<file path="src/design/rbe_pkg.sv">
// Shared types and constants for the reconnect backoff engine.
// Depends on nothing; every other design file imports it.
package rbe_pkg;

   localparam int DELAY_BITS     = 24;
   localparam int DELAY_OUT_BITS = DELAY_BITS + 1;
   localparam int ATTEMPT_BITS   = 8;
   localparam int JITTER_BITS    = 16;
   localparam int RANDOM_BITS    = 32;
   localparam int RANDOM_CNT_BITS = $clog2(RANDOM_BITS);
   localparam int CSR_INDEX_BITS = 2;

   localparam logic [1:0] FUNC_RESET   = 2'd0;
   localparam logic [1:0] FUNC_BUSY    = 2'd1;
   localparam logic [1:0] FUNC_REQUEST = 2'd2;

   localparam logic [CSR_INDEX_BITS-1:0] CSR_BASE   = 2'd0;
   localparam logic [CSR_INDEX_BITS-1:0] CSR_CAP    = 2'd1;
   localparam logic [CSR_INDEX_BITS-1:0] CSR_JITTER = 2'd2;
   localparam logic [CSR_INDEX_BITS-1:0] CSR_BUSY   = 2'd3;

   localparam logic [DELAY_BITS-1:0]  BASE_RESET   = DELAY_BITS'(1000);
   localparam logic [DELAY_BITS-1:0]  CAP_RESET    = DELAY_BITS'(60000);
   localparam logic [JITTER_BITS-1:0] JITTER_RESET = '0;
   localparam logic [DELAY_BITS-1:0]  BUSY_RESET   = DELAY_BITS'(5000);

   localparam logic [ATTEMPT_BITS-1:0] ATTEMPT_MAX = '1;

   typedef struct packed {
      logic [1:0]             func;
      logic [RANDOM_BITS-1:0] random_value;
   } req_type;

   typedef struct packed {
      logic [DELAY_OUT_BITS-1:0] delay_ms;
      logic                      from_busy;
      logic [ATTEMPT_BITS-1:0]   attempt_index;
   } rsp_type;

   typedef enum logic {
      ST_IDLE,
      ST_RUN
   } state_type;

endpackage

</file>
<file path="src/design/rbe_serial_mod.sv">
// Bit-serial restoring remainder: random word modulo (jitter span + 1).
// Depends on rbe_pkg for field widths.
module rbe_serial_mod (
   input  logic                                  clock,
   input  logic                                  reset,
   input  logic                                  start,
   input  logic [rbe_pkg::RANDOM_BITS-1:0]       dividend,
   input  logic [rbe_pkg::JITTER_BITS-1:0]       span,
   output logic                                  done,
   output logic [rbe_pkg::JITTER_BITS:0]         remainder
);
   import rbe_pkg::*;

   logic                       running_ff, running_in;
   logic [RANDOM_CNT_BITS-1:0] count_ff, count_in;
   logic [RANDOM_BITS-1:0]     quo_ff, quo_in;
   logic [JITTER_BITS:0]       rem_ff, rem_in;
   logic [JITTER_BITS:0]       div_ff, div_in;
   logic [JITTER_BITS+1:0]     trial;

   always_comb begin
      running_in = running_ff;
      count_in   = count_ff;
      quo_in     = quo_ff;
      rem_in     = rem_ff;
      div_in     = div_ff;
      trial      = {rem_ff, quo_ff[RANDOM_BITS-1]};
      if (start) begin
         running_in = 1'b1;
         count_in   = RANDOM_CNT_BITS'(RANDOM_BITS - 1);
         quo_in     = dividend;
         rem_in     = '0;
         div_in     = {1'b0, span} + (JITTER_BITS+1)'(1);
      end else if (running_ff) begin
         quo_in = {quo_ff[RANDOM_BITS-2:0], 1'b0};
         if (trial >= {1'b0, div_ff}) begin
            rem_in = (JITTER_BITS+1)'(trial - {1'b0, div_ff});
         end else begin
            rem_in = trial[JITTER_BITS:0];
         end
         if (count_ff == '0) begin
            running_in = 1'b0;
         end else begin
            count_in = count_ff - RANDOM_CNT_BITS'(1);
         end
      end
   end

   always_ff @(posedge clock) begin
      if (reset) begin
         running_ff <= 1'b0;
         count_ff   <= '0;
      end else begin
         running_ff <= running_in;
         count_ff   <= count_in;
      end
      quo_ff <= quo_in;
      rem_ff <= rem_in;
      div_ff <= div_in;
   end

   assign done      = !running_ff;
   assign remainder = rem_ff;

   // The partial remainder stays below the divisor throughout the run.
   a_rem_below_div: assert property (@(posedge clock) disable iff (reset)
      running_ff |-> rem_ff < div_ff)
      else $error("partial remainder reached the divisor");

endmodule

</file>
<file path="src/design/reconnect_backoff_engine.sv">
// Top level of the reconnect backoff engine: command port, register file,
// doubling loop and sequencer. Depends on rbe_pkg and rbe_serial_mod.
//
//   channel   ports                             direction  handshake
//   request   start, busy, req_data             in         start && !busy
//   response  rsp_strobe, rsp_data              out        one-cycle strobe
//   registers csr_we, csr_index, csr_wdata      in         write on csr_we
//
// For reset and busy notices, unused codes and a request answered from the
// busy latch, busy never rises, and a busy answer strobes in the next cycle.
// A backoff request holds busy while the serial remainder unit takes in one
// bit of the 32-bit random word per cycle; the doubling loop (at most 24
// steps, one shift and compare each) runs beside it. The response strobes
// in the same cycle that busy falls.
// Reset is synchronous; it restores the register defaults, clears the
// attempt counter and the busy latch. The receiver of responses cannot stall.
module reconnect_backoff_engine (
   input  logic                                 clock,
   input  logic                                 reset,
   input  logic                                 start,
   output logic                                 busy,
   input  rbe_pkg::req_type                     req_data,
   output logic                                 rsp_strobe,
   output rbe_pkg::rsp_type                     rsp_data,
   input  logic                                 csr_we,
   input  logic [rbe_pkg::CSR_INDEX_BITS-1:0]   csr_index,
   input  logic [rbe_pkg::DELAY_BITS-1:0]       csr_wdata
);
   import rbe_pkg::*;

   // Configuration registers.
   logic [DELAY_BITS-1:0]  base_ff, cap_ff, busy_delay_ff;
   logic [JITTER_BITS-1:0] jitter_ff;

   // Sequencer and backoff state.
   state_type               state_ff, state_in;
   logic [ATTEMPT_BITS-1:0] attempt_ff, attempt_in;
   logic                    busy_latched_ff, busy_latched_in;
   logic [ATTEMPT_BITS-1:0] remain_ff, remain_in;
   logic [DELAY_BITS-1:0]   dbl_ff, dbl_in;
   logic                    clamped_ff, clamped_in;
   logic                    rsp_strobe_ff, rsp_strobe_in;
   rsp_type                 rsp_data_ff, rsp_data_in;

   logic                    accept;
   logic                    mod_start;
   logic                    mod_done;
   logic [JITTER_BITS:0]    mod_rem;
   logic [DELAY_BITS:0]     dbl_shift;
   logic                    dbl_done;

   always_ff @(posedge clock) begin
      if (reset) begin
         base_ff       <= BASE_RESET;
         cap_ff        <= CAP_RESET;
         jitter_ff     <= JITTER_RESET;
         busy_delay_ff <= BUSY_RESET;
      end else if (csr_we) begin
         unique case (csr_index)
            CSR_BASE:   base_ff       <= csr_wdata;
            CSR_CAP:    cap_ff        <= csr_wdata;
            CSR_JITTER: jitter_ff     <= csr_wdata[JITTER_BITS-1:0];
            CSR_BUSY:   busy_delay_ff <= csr_wdata;
            default:    ;
         endcase
      end
   end

   rbe_serial_mod u_mod (
      .clock     (clock),
      .reset     (reset),
      .start     (mod_start),
      .dividend  (req_data.random_value),
      .span      (jitter_ff),
      .done      (mod_done),
      .remainder (mod_rem)
   );

   assign accept    = start && (state_ff == ST_IDLE);
   assign dbl_shift = {dbl_ff, 1'b0};
   // The loop ends when the attempts are used up, the clamp hit, or the
   // value is zero and can no longer grow.
   assign dbl_done  = (remain_ff == '0) || clamped_ff || (dbl_ff == '0);

   always_comb begin
      state_in        = state_ff;
      attempt_in      = attempt_ff;
      busy_latched_in = busy_latched_ff;
      remain_in       = remain_ff;
      dbl_in          = dbl_ff;
      clamped_in      = clamped_ff;
      rsp_strobe_in   = 1'b0;
      rsp_data_in     = rsp_data_ff;
      mod_start       = 1'b0;
      unique case (state_ff)
         ST_IDLE: begin
            if (accept) begin
               unique case (req_data.func)
                  FUNC_RESET: attempt_in = '0;
                  FUNC_BUSY:  busy_latched_in = 1'b1;
                  FUNC_REQUEST: begin
                     rsp_data_in.attempt_index = attempt_ff;
                     if (busy_latched_ff) begin
                        busy_latched_in         = 1'b0;
                        rsp_strobe_in           = 1'b1;
                        rsp_data_in.delay_ms    = {1'b0, busy_delay_ff};
                        rsp_data_in.from_busy   = 1'b1;
                     end else begin
                        // Start from base, clamped when base already tops cap.
                        dbl_in     = (base_ff > cap_ff) ? cap_ff : base_ff;
                        clamped_in = 1'b0;
                        remain_in  = attempt_ff;
                        mod_start  = 1'b1;
                        state_in   = ST_RUN;
                     end
                  end
                  default: ;
               endcase
            end
         end
         ST_RUN: begin
            if (!dbl_done) begin
               if (dbl_shift > {1'b0, cap_ff}) begin
                  dbl_in     = cap_ff;
                  clamped_in = 1'b1;
               end else begin
                  dbl_in    = dbl_shift[DELAY_BITS-1:0];
                  remain_in = remain_ff - ATTEMPT_BITS'(1);
               end
            end else if (mod_done) begin
               rsp_strobe_in         = 1'b1;
               rsp_data_in.delay_ms  = {1'b0, dbl_ff} + DELAY_OUT_BITS'(mod_rem);
               rsp_data_in.from_busy = 1'b0;
               if (attempt_ff != ATTEMPT_MAX) begin
                  attempt_in = attempt_ff + ATTEMPT_BITS'(1);
               end
               state_in = ST_IDLE;
            end
         end
         default: state_in = ST_IDLE;
      endcase
   end

   always_ff @(posedge clock) begin
      if (reset) begin
         state_ff        <= ST_IDLE;
         attempt_ff      <= '0;
         busy_latched_ff <= 1'b0;
         rsp_strobe_ff   <= 1'b0;
         clamped_ff      <= 1'b0;
         remain_ff       <= '0;
      end else begin
         state_ff        <= state_in;
         attempt_ff      <= attempt_in;
         busy_latched_ff <= busy_latched_in;
         rsp_strobe_ff   <= rsp_strobe_in;
         clamped_ff      <= clamped_in;
         remain_ff       <= remain_in;
      end
      dbl_ff      <= dbl_in;
      rsp_data_ff <= rsp_data_in;
   end

   assign busy       = (state_ff == ST_RUN);
   assign rsp_strobe = rsp_strobe_ff;
   assign rsp_data   = rsp_data_ff;

   // A response comes only from a finished run or from an accepted command.
   a_rsp_source: assert property (@(posedge clock) disable iff (reset)
      rsp_strobe_ff |-> $past(state_ff == ST_RUN || accept))
      else $error("response without a transaction behind it");

   // The attempt counter holds still while a backoff run is in progress.
   a_attempt_hold: assert property (@(posedge clock) disable iff (reset)
      state_ff == ST_RUN |-> $stable(attempt_ff))
      else $error("attempt counter moved during a run");

   // A busy answer leaves the counter alone.
   a_busy_no_count: assert property (@(posedge clock) disable iff (reset)
      rsp_strobe_ff && rsp_data_ff.from_busy |-> attempt_ff == rsp_data_ff.attempt_index)
      else $error("busy answer changed the attempt counter");

   // A backoff answer advances the counter by one, saturating.
   a_backoff_count: assert property (@(posedge clock) disable iff (reset)
      rsp_strobe_ff && !rsp_data_ff.from_busy |->
         (attempt_ff == rsp_data_ff.attempt_index + ATTEMPT_BITS'(1)) ||
         (rsp_data_ff.attempt_index == ATTEMPT_MAX && attempt_ff == ATTEMPT_MAX))
      else $error("attempt counter did not advance after a backoff answer");

endmodule
</file>
<file path="config.mk">
export PLATFORM = sky130hd
export DESIGN_NAME = reconnect_backoff_engine
export DESIGN_NICKNAME = d
export VERILOG_FILES = /design/src/design/rbe_pkg.sv /design/src/design/rbe_serial_mod.sv /design/src/design/reconnect_backoff_engine.sv
export SDC_FILE = /design/constraint.sdc
export NUM_CORES = 1
export LEC_CHECK = 0
export ABC_AREA = 1
export BUFFER_PORTS_ARGS = -buffer_cell sky130_fd_sc_hd__buf_2
export CAP_MARGIN = 20
export CORE_ASPECT_RATIO = 1.4
export CORE_UTILIZATION = 53
export CTS_CLUSTER_SIZE = 8
export DETAILED_ROUTE_END_ITERATION = 6
export MAX_ROUTING_LAYER = met4
export PLACE_DENSITY_LB_ADDON = 0.15
export SYNTH_ARGS = -nofsm -noshare
export SYNTH_HDL_FRONTEND = slang
export SYNTH_SLANG_ARGS = --single-unit
</file>
<file path="constraint.sdc">
create_clock -name clock -period 2.7 [get_ports clock]
set_input_delay 0 -clock clock [delete_from_list [all_inputs] [get_ports clock]]
set_output_delay 0 -clock clock [all_outputs]
set_load 0.05 [all_outputs]
</file>
==> out/metrics.yaml <==
outcome:
  outcome: "complete, no violations"
setup_path:
  r2r-start: "u_mod.div_ff[0]"
  cp_max_fo: 18
  crit_required_ns: 3.09
  crit_path_end_kind: "flop"
  reg2reg_slack_ns: 0.18
  cp-start-kind: "flop"
  crit_type: "flop to flop"
  critPathArrivalTime_ns: 2.91
  r2r-end: "u_mod.remainder[0]"
  worstRegToRegCells: 12
timing:
  hold_viol_final: 0
  period_share_pct: 93.3
  fmax_mhz: 397
  fin_tns_setup_ns: 0
  setup_viol: 0
  fin_crit_ns: 2.52
  fin_skew_ns: 0.0188
  rsz0062_at_grt: "no"
  relSlewSlack_pct: 47.2
  drv_slew: 0
  worstMarginPinSlew_ns: 0.791
global_routing:
  grtUsageTotal_pct: 29.9
  grt_busiest_layer: "met2"
  antenna_found_initial: 0
  use_met1_pct: 36.1
  grt_pass1_vias: 11800
  grt_pass1_wl_mm: 59.5
  met3_usage_pct: 3.59
  grt_use_met2_pct: 51.1
  grt_max_degree: 48
  grt_remaining_overflow: 0
clocking:
  clkTransAtPathRegs_ns: 0.05
  insertion_delay_ns: 0.53
  cts-buffers-inserted: 35
  cts-root-buf: "clkbuf_16"
  cts_tree: "done"
  postCtsSetupRepairBufs: 0
  clock-sinks: 238
  ctsHtreeMaxLevel: 2
  clockBufferDepth: 3
detailed_routing:
  drcViolationCount: 0
  vias: 12500
  drt-wirelength-per-cell_um: 16.5
  drtAntennaViolNets: 0
  wl_mm: 37.8
  via_per_inst: 5.46
  first_pass_iters: 5
  drt_iter0_markers: 797
final_layout:
  fin_util_pct: 63.7
  final-instance-count-excl-fill: 2294
  mostFrequentLayoutCell: "nand2_1"
  drive_above_1_share_pct: 11.0
  areaGrowthSynthToFinish_pct: 18.4
  fin_nets: 2106
  nFillCells: 2198
  layout_common_cells: "471 x nand2_1, 189 x inv_1, 145 x nand3_1"
  n_antenna_cell: 0
power_and_ir_drop:
  leakagePower_nw: 7.38
  ir_worst_vdd_v: 0.000495
  p_per_area_nw_per_um2: 712
die:
  io_pins: 100
  die_h_um: 192
  initial_core_util_pct: 53.8
  die_x_um: 138
  core_um2: 25400
  fp-row-count: 69
  dieArea_um2: 26400
yosys:
  mappedNetlistArea_um2: 13700
  async_reset_ff_share_pct: 0
  synth_area_leaders: "edfxtp_1 24%, dfxtp_1 19%, nand2_1 13%"
  ys_warn_count: 0
  yosys.area.top_type_share_pct: 23.5
  yosysUniqueCellTypes: 50
  synth_edf_count: 107
  synth_fp_nets: 1939
  avgSynthCellArea_um2: 7.66
  syn_inst: 1784
  seq_area_frac_synth_pct: 42.7
  yosys.area.top_type: "edfxtp_1"
  synth_seq_cells: 238
  synth-main-ff-cell: "dfxtp_1"
place:
  place_inst: 2172
  dp_hpwl_mm: 27.2
  gp_congestion: 0.939
  port-buffer-count: 99
hold_path:
  min_to: "busy_latched_ff"
  holdPathStages: 5
  min_path_type: "input pin to flop"
  hp-start: "req_data[32]"
flow_run:
  drv_cap: 0
worst max-delay path: stages, from the launching register on:
cell      delay, ns
edfxtp_1       0.38
ha_1           0.24
fa_1           0.42
o21ai_2        0.25
nand2_1        0.10
nand2_2        0.11
nand2_2        0.08
nand2_2        0.11
nand2_4        0.17
nand2_8        0.21
nand2_1        0.10
nand3_1        0.10
o21ai_0        0.10
power by group:
group          internal (mW)  switching (mW)
logic                   1.08            2.04
registers               4.09           0.229
clock network           2.46            1.62
cells in the mapped netlist (3+ instances only):
cell type and number:
a21o_1 4, inv_1 189, nand2_1 471, xnor2_1 6
nand4_1 19, dfxtp_1 131, a31oi_1 4, a21oi_1 132
nor4_1 3, inv_2 4, nor3_2 3, o22ai_1 3
xor2_1 25, nand3_1 145, nand3b_1 8, clkbuf_1 34
o21ai_1 16, nand2_2 10, buf_2 13, edfxtp_1 107
o21ai_2 4, nor3_1 10, buf_1 7, nand3_2 11
buf_4 8, o21ai_0 144, ha_1 89, o211ai_1 14
nor2_1 141
metal layers:
metal	routed length, um	part of all wire, %
met5	0	0
met1	15900	42
met2	19000	50
met3	1800	4.8
met4	1070	2.8
sequential cells by signal (all words and copies together), names as in the netlist, 5 cells and up:
| signal | cells |
|---|---|
| u_mod.count_ff | 5 |
| dbl_ff | 24 |
| u_mod.quo_ff | 32 |
| cap_ff | 24 |
| base_ff | 24 |
| rsp_data | 34 |
| attempt_ff | 8 |
| busy_delay_ff | 24 |
| jitter_ff | 16 |
| remain_ff | 8 |
| u_mod.div_ff | 17 |
| u_mod.remainder | 17 |
through the flow:
| step | hold slack, ns | area, um^2 | setup slack [ns] | power (mW) |
|---|---|---|---|---|
| floorplan | 0.0787 | 13700 | 0.533 | 6.59 |
| global placement | 0.272 | 14500 | 0.115 | 7.31 |
| detailed placement | 0.276 | 14500 | 0.0784 | 7.36 |
| CTS | 0.0335 | 16200 | 0.0482 | 11.5 |
| global route | 0.0837 | 16200 | 0.0176 | 12.1 |
| finish | 0.0450 | 16200 | 0.180 | 11.5 |
timing repair:
action	in CTS	in global routing
hold endpoints to repair	131	0
endpoints found under the setup margin	0	7
resized for setup	0	1
hold buffers	61	0
worst max path at each step:
stage,start,endpoint,slack [ns],cells past startpoint
final,u_mod.div_ff[0],u_mod.remainder[0],0.18,12
after global routing,dbl_ff[13],dbl_ff[15],0.02,11
after CTS,dbl_ff[0],rsp_data[27],0.05,10
after detailed placement,dbl_ff[0],rsp_data[27],0.08,10
after global placement,dbl_ff[0],rsp_data[27],0.11,10
after floorplan,dbl_ff[0],rsp_data[19],0.53,10
logic make-up after synthesis:
family                   share of synthesized area [%]
buffers and inverters                             7.55
adder cells (fa/ha/maj)                           8.45
AO/OA/AOI/OAI                                     12.9
AND/OR/NAND/NOR                                   26.4
flip-flops                                        42.7
XOR/XNOR                                          1.99
layout make-up:
cell class / instances / area, um^2 / share of cell area (%)
tap: 319 / 399 / 2.47
inverter: 195 / 732 / 4.53
sequential: 238 / 5840 / 36.1
clock inverter: 3 / 55.1 / 0.341
clock buffer: 58 / 972 / 6.01
multi-input combinational: 1288 / 6790 / 42.0
timing repair buffer: 193 / 1380 / 8.53
Note: power is estimated with default switching activity, not from simulation.
